--- config.mk ---
export PLATFORM = sky130hd
export DESIGN_NAME = mpsg_cell
export DESIGN_NICKNAME = d
export VERILOG_FILES = /design/src/hdl/mpsg_pkg.sv /design/src/hdl/mpsg_cell.sv
export SDC_FILE = /design/constraint.sdc
export NUM_CORES = 1
export LEC_CHECK = 0
export BUFFER_PORTS_ARGS = -buffer_cell sky130_fd_sc_hd__buf_2
export CORE_MARGIN = 10
export CORE_UTILIZATION = 40
export CTS_CLUSTER_DIAMETER = 80
export DETAILED_ROUTE_END_ITERATION = 10
export GPL_ROUTABILITY_DRIVEN = 0
export PLACE_DENSITY_LB_ADDON = 0.12
export SLEW_MARGIN = 20
export SYNTH_ARGS = -nofsm -noshare
export SYNTH_HDL_FRONTEND = slang
export SYNTH_SLANG_ARGS = --single-unit
--- constraint.sdc ---
create_clock -name clk -period 1.1 [get_ports clk]
set_input_delay 0.055 -clock clk [delete_from_list [all_inputs] [get_ports clk]]
set_output_delay 0.055 -clock clk [all_outputs]
set_load 0.1 [all_outputs]
--- src/hdl/mpsg_pkg.sv ---
// Shared types and constants of the minimum path sum block.
package mpsg_pkg;

	localparam int VALUE_W = 32;
	localparam int SUM_W = 48;
	localparam int SIDE_W = 9;
	localparam int SIDE_RESET = 16;

	typedef logic signed [VALUE_W-1:0] value_t;
	typedef logic signed [SUM_W-1:0] sum_t;
	typedef logic [SIDE_W-1:0] side_t;

	// Control that every cell of the row store receives each cycle.
	typedef struct packed {
		logic advance;
		logic load;
	} cell_ctrl_t;

endpackage

--- src/hdl/mpsg_cell.sv ---
// One cell of the row store: holds a single column sum of the previous row.
module mpsg_cell
	import mpsg_pkg::*;
(
	input  logic       clk,
	input  cell_ctrl_t ctrl,
	input  sum_t       new_sum,
	input  sum_t       prev_sum,
	output sum_t       sum
);

	sum_t sum_q;

	// On each accepted word the cell either takes the fresh sum (at the
	// insertion point) or the value of its upstream neighbour.
	always_ff @(posedge clk) begin
		if (ctrl.advance) begin
			sum_q <= ctrl.load ? new_sum : prev_sum;
		end
	end

	assign sum = sum_q;

endmodule
# Word level (Yosys, flattened, before mapping)

Cells that the tools add are included.

Register bits: 48
Input bits: 99
Output and inout port bits: 48
Logic and storage cells: 2

Mux-type cells: 1

Operators by type and width:

| kind    | count |
|---|---|
| $mux 48 | 1 |

# Logic depth before layout (Yosys ltp)

Gate-level depths: netlist of run 1.

Depth after elaboration: 1
Mapped depth: 3

# Worst setup path before layout of run 1

Ideal clock, no wire load.

Kind: flip-flop to output port
From: register sum_q[0], in the netlist sum[0]
To: output sum[0]
Arrival time: 904 ps
Slack: 141 ps
Stages on the path, launching flop included: 1
Buffers on the path: 0
Cells stage by stage: edfxtp_1

RTL lines:

| item                     | RTL line        | text |
|---|---|---|
| start: declaration       | mpsg_cell.sv:12 | `sum_t sum_q;` |
| start signal: assignment | mpsg_cell.sv:18 | `sum_q <= ctrl.load ? new_sum : prev_sum;` |
| end: declaration         | mpsg_cell.sv:9  | `output sum_t sum` |

No word-level cell between the ends.

# Final worst setup path of run 1

From: register sum_q[46], in the netlist sum[46]
To: output sum[46]

No word-level cell between the ends.

==> results of run 1 <==
## through the flow
step / utilization [%] / std cells
CTS: 73.2 / 323
global placement: 71.6 / 315
floorplan: - / 101
global route: 73.2 / 323
detailed placement: 71.6 / 315
finish: 73.2 / 323
## routing by layer
layer / up-vias / share of wire (%) / global-route usage (%)
li1: 699 / - / -
met4: 0 / 0.62 / 2.70
met5: - / 0 / 0
met2: 86 / 53 / 23.9
met1: 679 / 35 / 12.8
met3: 4 / 12 / 7.51
## power groups by stage
stage	clock, uW	sequential, uW	combinational (uW)
finish	974	2350	2330
global route	1080	2370	2390
CTS	1020	2360	2350
detailed placement	0	2400	2350
global placement	0	2390	2330
floorplan	0	3510	222
## cell families after synthesis
logic type	Yosys count	share of synthesized area, %
flops	48	68.6
buf+inv	5	2.08
mux	48	29.3
## layout by cell type (no fill, tap or decap), drive strengths merged
cell,n
clkbuf,7
buf,149
clkinv,1
mux2,48
edfxtp,48
## area by class of cell
type | instances | area (sq um) | area share, %
Timing Repair Buffer | 149 | 1510 | 40.5
Multi-Input combinational cell | 48 | 616 | 16.5
Clock buffer | 7 | 76.3 | 2.04
Clock inverter | 1 | 3.75 | 0.100
Sequential cell | 48 | 1440 | 38.6
Tap cell | 70 | 87.6 | 2.34
## worst paths after layout
check / startpoint / endpoint / cells past startpoint
max: sum[46] / sum[46] / 1
min: prev_sum[9] / sum[9] / 2
==> results.json, run 1 <==
{
  "cts_root_buffer": "clkbuf_8",
  "async_flop_share_pct": 0,
  "synth_top_area_share_pct": 68.6,
  "critical-path-top-delay-family": "flip-flops",
  "cp_cell_sequence": "buf_12",
  "core_sq_um": 5110,
  "setup_tns_ns": 0,
  "dp_slack_ns": 0.0660,
  "drc": 0,
  "synth_top_area_cell": "edfxtp_1",
  "hold_path.class": "in2reg",
  "period_needed_ns": 0.970,
  "cts.clk_slew.worst_paths_ns": 0.08,
  "area_growth_pct": 77.8,
  "slew_violations": 0,
  "power.density_nw_per_um2": 1510,
  "relSlewSlack_pct": 82.8,
  "drive_gt1_share_pct": 79.8,
  "start_kind": "flip-flop",
  "tightest_slew_ns": 0.258,
  "ys_warn_count": 0,
  "rsz0062_at_grt": "no",
  "fill_cells": 340,
  "n_antenna_cell": 0,
  "rows": 26,
  "worst-path-buf-inv": 1,
  "required_ns": 1.04,
  "synth-edff-count": 48,
  "cts.repair.resized": 0,
  "vias_per_cell": 4.54,
  "ir_drop_v": 0.000959,
  "pwr-share-clk_pct": 17.2,
  "crit_fanout": 1,
  "cts_made_buffers": 5,
  "cts_sinks": 48,
  "synth_most_common_cell": "edfxtp_1",
  "die_w_um": 92.5,
  "internal-power_uw": 3560,
  "die_area_sq_um": 8550,
  "timing.fmax_mhz": 1030,
  "grt_pass1_vias": 1702,
  "clk_path_buf_depth": 2,
  "p_leak_uw": 0.00165,
  "start_util_pct": 41.1,
  "vias": 1468,
  "status": "complete, no violations",
  "largest_reg_flops": 48,
  "cp-end-kind": "output port",
  "cpPeakStageDelay_ns": 0.43,
  "netlist_instances": 101,
  "antenna_found_initial": 0,
  "cts_tree": "built",
  "overflow": 0,
  "dpl_cell_area_sq_um": 3660,
  "synth.area.top_cells": "edfxtp_1 (69%), mux2_2 (15%), mux2_4 (14%)",
  "whs_ns": 0.0607,
  "syn_avg_cell_area_sq_um": 20.8,
  "ys_seq_area_share_pct": 68.6,
  "grt_pass1_wl_mm": 8.89,
  "port_buffers": 146,
  "crit_type": "reg2out",
  "final_area_sq_um": 3740,
  "ys_ff_latch": 48,
  "fin_crit_sh_pct": 88.2,
  "firstDrtPassIters": 2,
  "grt_use_total_pct": 13.2,
  "p_sw_share_pct": 37.0,
  "p_sw_uw": 2090,
  "setup_viol": 0,
  "layout.nets": 351,
  "cp_slowest_cell": "edfxtp_1",
  "antenna_left": 0,
  "setup_slack_ns": 0.130,
  "drt_iter0_markers": 55,
  "total_power_uw": 5650,
  "synth_ff_type": "edfxtp_1",
  "grt_max_degree": 49,
  "post_cts.repair.setup_buffers": 0,
  "num_io_pins": 147,
  "syn_area_sq_um": 2100,
  "drt_wl_total_mm": 5.85,
  "yosysUniqueCellTypes": 5,
  "synth_fp_nets": 200,
  "cts_max_level": 2,
  "worstPathArrival_ns": 0.92,
  "cts_hold_buf": 0,
  "die_y_um": 92.5,
  "ys_top_cells_by_count": "edfxtp_1 (48), mux2_2 (28), mux2_4 (20), buf_6 (3), buf_2 (2)",
  "drv_cap": 0,
  "combPwrFrac_pct": 41.2,
  "p_seq_share_pct": 41.6,
  "hold_violations": 0,
  "wl_per_cell_um": 18.1
}
Power figures use the tool's default switching activity.
==> run 2: changes to the inputs <==
--- a/config.mk
+++ b/config.mk
@@ -12,6 +12,8 @@
 export DETAILED_ROUTE_END_ITERATION = 10
 export GPL_ROUTABILITY_DRIVEN = 0
 export PLACE_DENSITY_LB_ADDON = 0.12
+export RECOVER_POWER = 25
+export SETUP_SLACK_MARGIN = 0.3
 export SLEW_MARGIN = 20
 export SYNTH_ARGS = -nofsm -noshare
 export SYNTH_HDL_FRONTEND = slang
==> results.json, run 2 (synthesis results as in run 1) <==
{
  "status": "complete, no violations",
  "met3_length_um": 668,
  "antenna_left": 0,
  "relSlewSlack_pct": 68.8,
  "rsz0062_at_grt": "yes",
  "core_sq_um": 5110,
  "min_from": "prev_sum[26]",
  "combPwrFrac_pct": 41.4,
  "setup_viol": 0,
  "fill_cells": 339,
  "hold_depth": 2,
  "crit_type": "reg2out",
  "worst-path-buf-inv": 1,
  "die_area_sq_um": 8550,
  "setup_tns_ns": 0,
  "cpPeakStageDelay_ns": 0.43,
  "port_buffers": 146,
  "pwr-share-clk_pct": 17.0,
  "die_w_um": 92.5,
  "cts.repair.resized": 0,
  "firstDrtPassIters": 4,
  "vias_per_cell": 4.58,
  "cp-end-kind": "output port",
  "cp_slowest_cell": "edfxtp_1",
  "n_antenna_cell": 0,
  "p_leak_uw": 0.00166,
  "layout_common_cells": "buf_2 (97), buf_12 (51), edfxtp_1 (48)",
  "largest_reg_flops": 48,
  "cts_made_buffers": 5,
  "tightest_slew_ns": 0.468,
  "start_util_pct": 41.1,
  "grt_pass1_vias": 1766,
  "post_cts.repair.setup_buffers": 0,
  "hold_path.class": "in2reg",
  "start_kind": "flip-flop",
  "ir_drop_v": 0.000916,
  "antenna_found_initial": 0,
  "p_sw_uw": 2090,
  "power.density_nw_per_um2": 1510,
  "wirelength_met1_mm": 2.16,
  "grt_pass1_wl_mm": 9.23,
  "grt_use_total_pct": 13.7,
  "min_to": "sum[26]",
  "setup.worst_path.start": "sum[30]",
  "grt_max_degree": 25,
  "cts.clk_slew.worst_paths_ns": 0.08,
  "cts_sinks": 48,
  "period_needed_ns": 0.969,
  "internal-power_uw": 3570,
  "cts_root_buffer": "clkbuf_8",
  "cts_max_level": 2,
  "dp.final_hpwl_mm": 5.06,
  "vias": 1489,
  "die_y_um": 92.5,
  "critical-path-top-delay-family": "flip-flops",
  "drive_gt1_share_pct": 79.6,
  "clk_path_buf_depth": 2,
  "fin_crit_sh_pct": 88.1,
  "cts_tree": "built",
  "wl_per_cell_um": 18.3,
  "overflow": 0,
  "p_seq_share_pct": 41.6,
  "slew_violations": 0,
  "worstPathArrival_ns": 0.91,
  "num_io_pins": 147,
  "drv_cap": 0,
  "timing.fmax_mhz": 1030,
  "layout.nets": 353,
  "required_ns": 1.04,
  "hold_violations": 0,
  "area_growth_pct": 78.5,
  "drc": 0,
  "drt_wl_total_mm": 5.96,
  "cts_hold_buf": 0,
  "highest_layer": "met4",
  "final_common_cell": "buf_2",
  "wl_met2_mm": 3.10,
  "crit_fanout": 1,
  "p_sw_share_pct": 36.9,
  "total_power_uw": 5650,
  "cp_cell_sequence": "buf_12",
  "drt_iter0_markers": 32,
  "rows": 26
}
## run 2: cell count changes in the layout (fill, tap and decap cells not counted), sizes merged
cell and delta:
clkbuf +2
## run 2: per-layer routing
metal  vias up  track usage [%]
met2        92             23.9
met1       688             14.6
li1        705                -
met4         0             2.31
met5         -                0
met3         4             7.26
## run 2: power by group through the flow
stage               sequential [uW]  combinational [uW]  clock (uW)
CTS                            2350                2370        1010
floorplan                      3510                 236           0
global route                   2370                2410        1070
finish                         2350                2340         964
detailed placement             2400                2370           0
global placement               2390                2340           0
## run 2: through the flow
stage	util [%]	area [sq um]	std cells	hold slack (ns)	worst slack (ns)
2_1_floorplan	-	2130	101	0.167	0.141
3_3_place_gp	72.1	3680	317	0.354	0.0843
3_5_place_dp	72.1	3680	317	0.359	0.0594
4_1_cts	73.7	3760	325	0.0529	0.115
5_1_grt	73.4	3750	325	0.0515	0.0798
6_report	73.4	3750	325	0.0645	0.131
## run 2: layout make-up
cell class                      count  area (sq um)  share of cell area [%]
Clock inverter                      1          3.75                   0.100
Timing Repair Buffer              151          1530                    40.7
Tap cell                           70          87.6                    2.34
Clock buffer                        7          76.3                    2.04
Sequential cell                    48          1440                    38.4
Multi-Input combinational cell     48           616                    16.4
## run 2: worst max-delay path by stage
stage / to / slack (ns) / cells past startpoint
after floorplan: sum[0] / 0.14 / 0
after global placement: sum[2] / 0.08 / 3
after detailed placement: sum[2] / 0.06 / 3
after CTS: sum[30] / 0.11 / 1
after global routing: sum[26] / 0.08 / 1
final: sum[30] / 0.13 / 1
==> run 3: changes to the inputs <==
--- a/config.mk
+++ b/config.mk
@@ -7,13 +7,12 @@
 export LEC_CHECK = 0
 export BUFFER_PORTS_ARGS = -buffer_cell sky130_fd_sc_hd__buf_2
 export CORE_MARGIN = 10
-export CORE_UTILIZATION = 40
+export CORE_UTILIZATION = 30
 export CTS_CLUSTER_DIAMETER = 80
 export DETAILED_ROUTE_END_ITERATION = 10
 export GPL_ROUTABILITY_DRIVEN = 0
 export PLACE_DENSITY_LB_ADDON = 0.12
 export RECOVER_POWER = 25
-export SETUP_SLACK_MARGIN = 0.3
 export SLEW_MARGIN = 20
 export SYNTH_ARGS = -nofsm -noshare
 export SYNTH_HDL_FRONTEND = slang
==> results.json, run 3 (synthesis results as in run 1) <==
{
  "hold_path.class": "in2reg",
  "rows": 30,
  "cp_slowest_cell": "edfxtp_1",
  "final_common_cell": "buf_2",
  "vias_per_cell": 4.19,
  "setup_viol": 0,
  "clk_path_buf_depth": 2,
  "num_io_pins": 147,
  "slew_violations": 0,
  "drc": 0,
  "cp-end-kind": "output port",
  "vias": 1466,
  "cts_made_buffers": 5,
  "worstPathArrival_ns": 0.92,
  "layout.nets": 353,
  "p_leak_uw": 0.00166,
  "critical-path-top-delay-family": "flip-flops",
  "firstDrtPassIters": 3,
  "timing.fmax_mhz": 1030,
  "cts.clk_slew.worst_paths_ns": 0.08,
  "grt_use_total_pct": 10.7,
  "fin_crit_sh_pct": 88.6,
  "crit_fanout": 1,
  "hold_violations": 0,
  "cts_max_level": 2,
  "cpPeakStageDelay_ns": 0.43,
  "total_power_uw": 5670,
  "area_growth_pct": 79.7,
  "ir_drop_v": 0.000535,
  "layout_common_cells": "buf_2 (97), buf_12 (51), edfxtp_1 (48)",
  "wl_per_cell_um": 17.2,
  "largest_reg_flops": 48,
  "fill_cells": 562,
  "cts_root_buffer": "clkbuf_8",
  "antenna_left": 0,
  "start_kind": "flip-flop",
  "cp_cell_sequence": "buf_12",
  "worst-path-buf-inv": 1,
  "required_ns": 1.04,
  "n_antenna_cell": 0,
  "die_w_um": 104,
  "port_buffers": 146,
  "final_area_sq_um": 3770,
  "rsz0062_at_grt": "no",
  "drt_iter0_markers": 17,
  "power.density_nw_per_um2": 1500,
  "cts_sinks": 48,
  "status": "complete, no violations",
  "cts.repair.resized": 0,
  "grt_pass1_wl_mm": 9.09,
  "start_util_pct": 30.9,
  "core_sq_um": 6790,
  "drive_gt1_share_pct": 80.3,
  "tightest_slew_ns": 0.587,
  "dp.final_hpwl_mm": 5.09,
  "relSlewSlack_pct": 60.9,
  "period_needed_ns": 0.975,
  "overflow": 0,
  "grt_max_degree": 24,
  "cts_hold_buf": 0,
  "drt_wl_total_mm": 6.02,
  "post_cts.repair.setup_buffers": 0,
  "setup_tns_ns": 0,
  "drv_cap": 0,
  "antenna_found_initial": 0,
  "dpl_cell_area_sq_um": 3730,
  "die_area_sq_um": 10700,
  "die_y_um": 104,
  "grt_pass1_vias": 1764,
  "cts_tree": "built",
  "crit_type": "reg2out"
}
run 3: cell count changes in the layout (fill, tap and decap cells not counted), sizes merged:
| cell | previous run | this run |
|---|---|---|
| buf | 149 | 148 |
run 3: worst paths after layout:
path | cells after the start | from | endpoint
setup / recovery | 1 | sum[2] | sum[2]
hold / removal | 2 | new_sum[29] | sum[29]
run 3: layout make-up:
type | count | area [sq um] | area share [%]
Clock buffer | 6 | 72.6 | 1.92
Clock inverter | 1 | 5.00 | 0.133
Multi-Input combinational cell | 48 | 616 | 16.3
Sequential cell | 48 | 1440 | 38.2
Tap cell | 96 | 120 | 3.18
Timing Repair Buffer | 151 | 1520 | 40.3
run 3: metrics by stage:
step	setup WS (ns)	hold WS (ns)	utilization, %	std cells
floorplan	0.141	0.167	-	101
global placement	0.0598	0.354	54.9	343
detailed placement	0.0269	0.358	54.9	343
CTS	0.0994	0.0384	56.0	350
global route	0.0679	0.0402	55.6	350
finish	0.125	0.0558	55.6	350
run 3: layer usage:
metal	GRT usage, %	wire (um)	part of all wire [%]
met4	4.67	109	1.8
met3	5.39	584	9.7
met2	19.5	3280	54
met5	0	0	0
met1	9.79	2050	34
run 3: power breakdown:
group          leakage [uW]  total, uW  switching [uW]  internal [uW]
clock             0.0000410        983             550            433
sequential         0.000470       2350             129           2220
combinational       0.00114       2340            1430            902
total               0.00166       5670            2110           3560
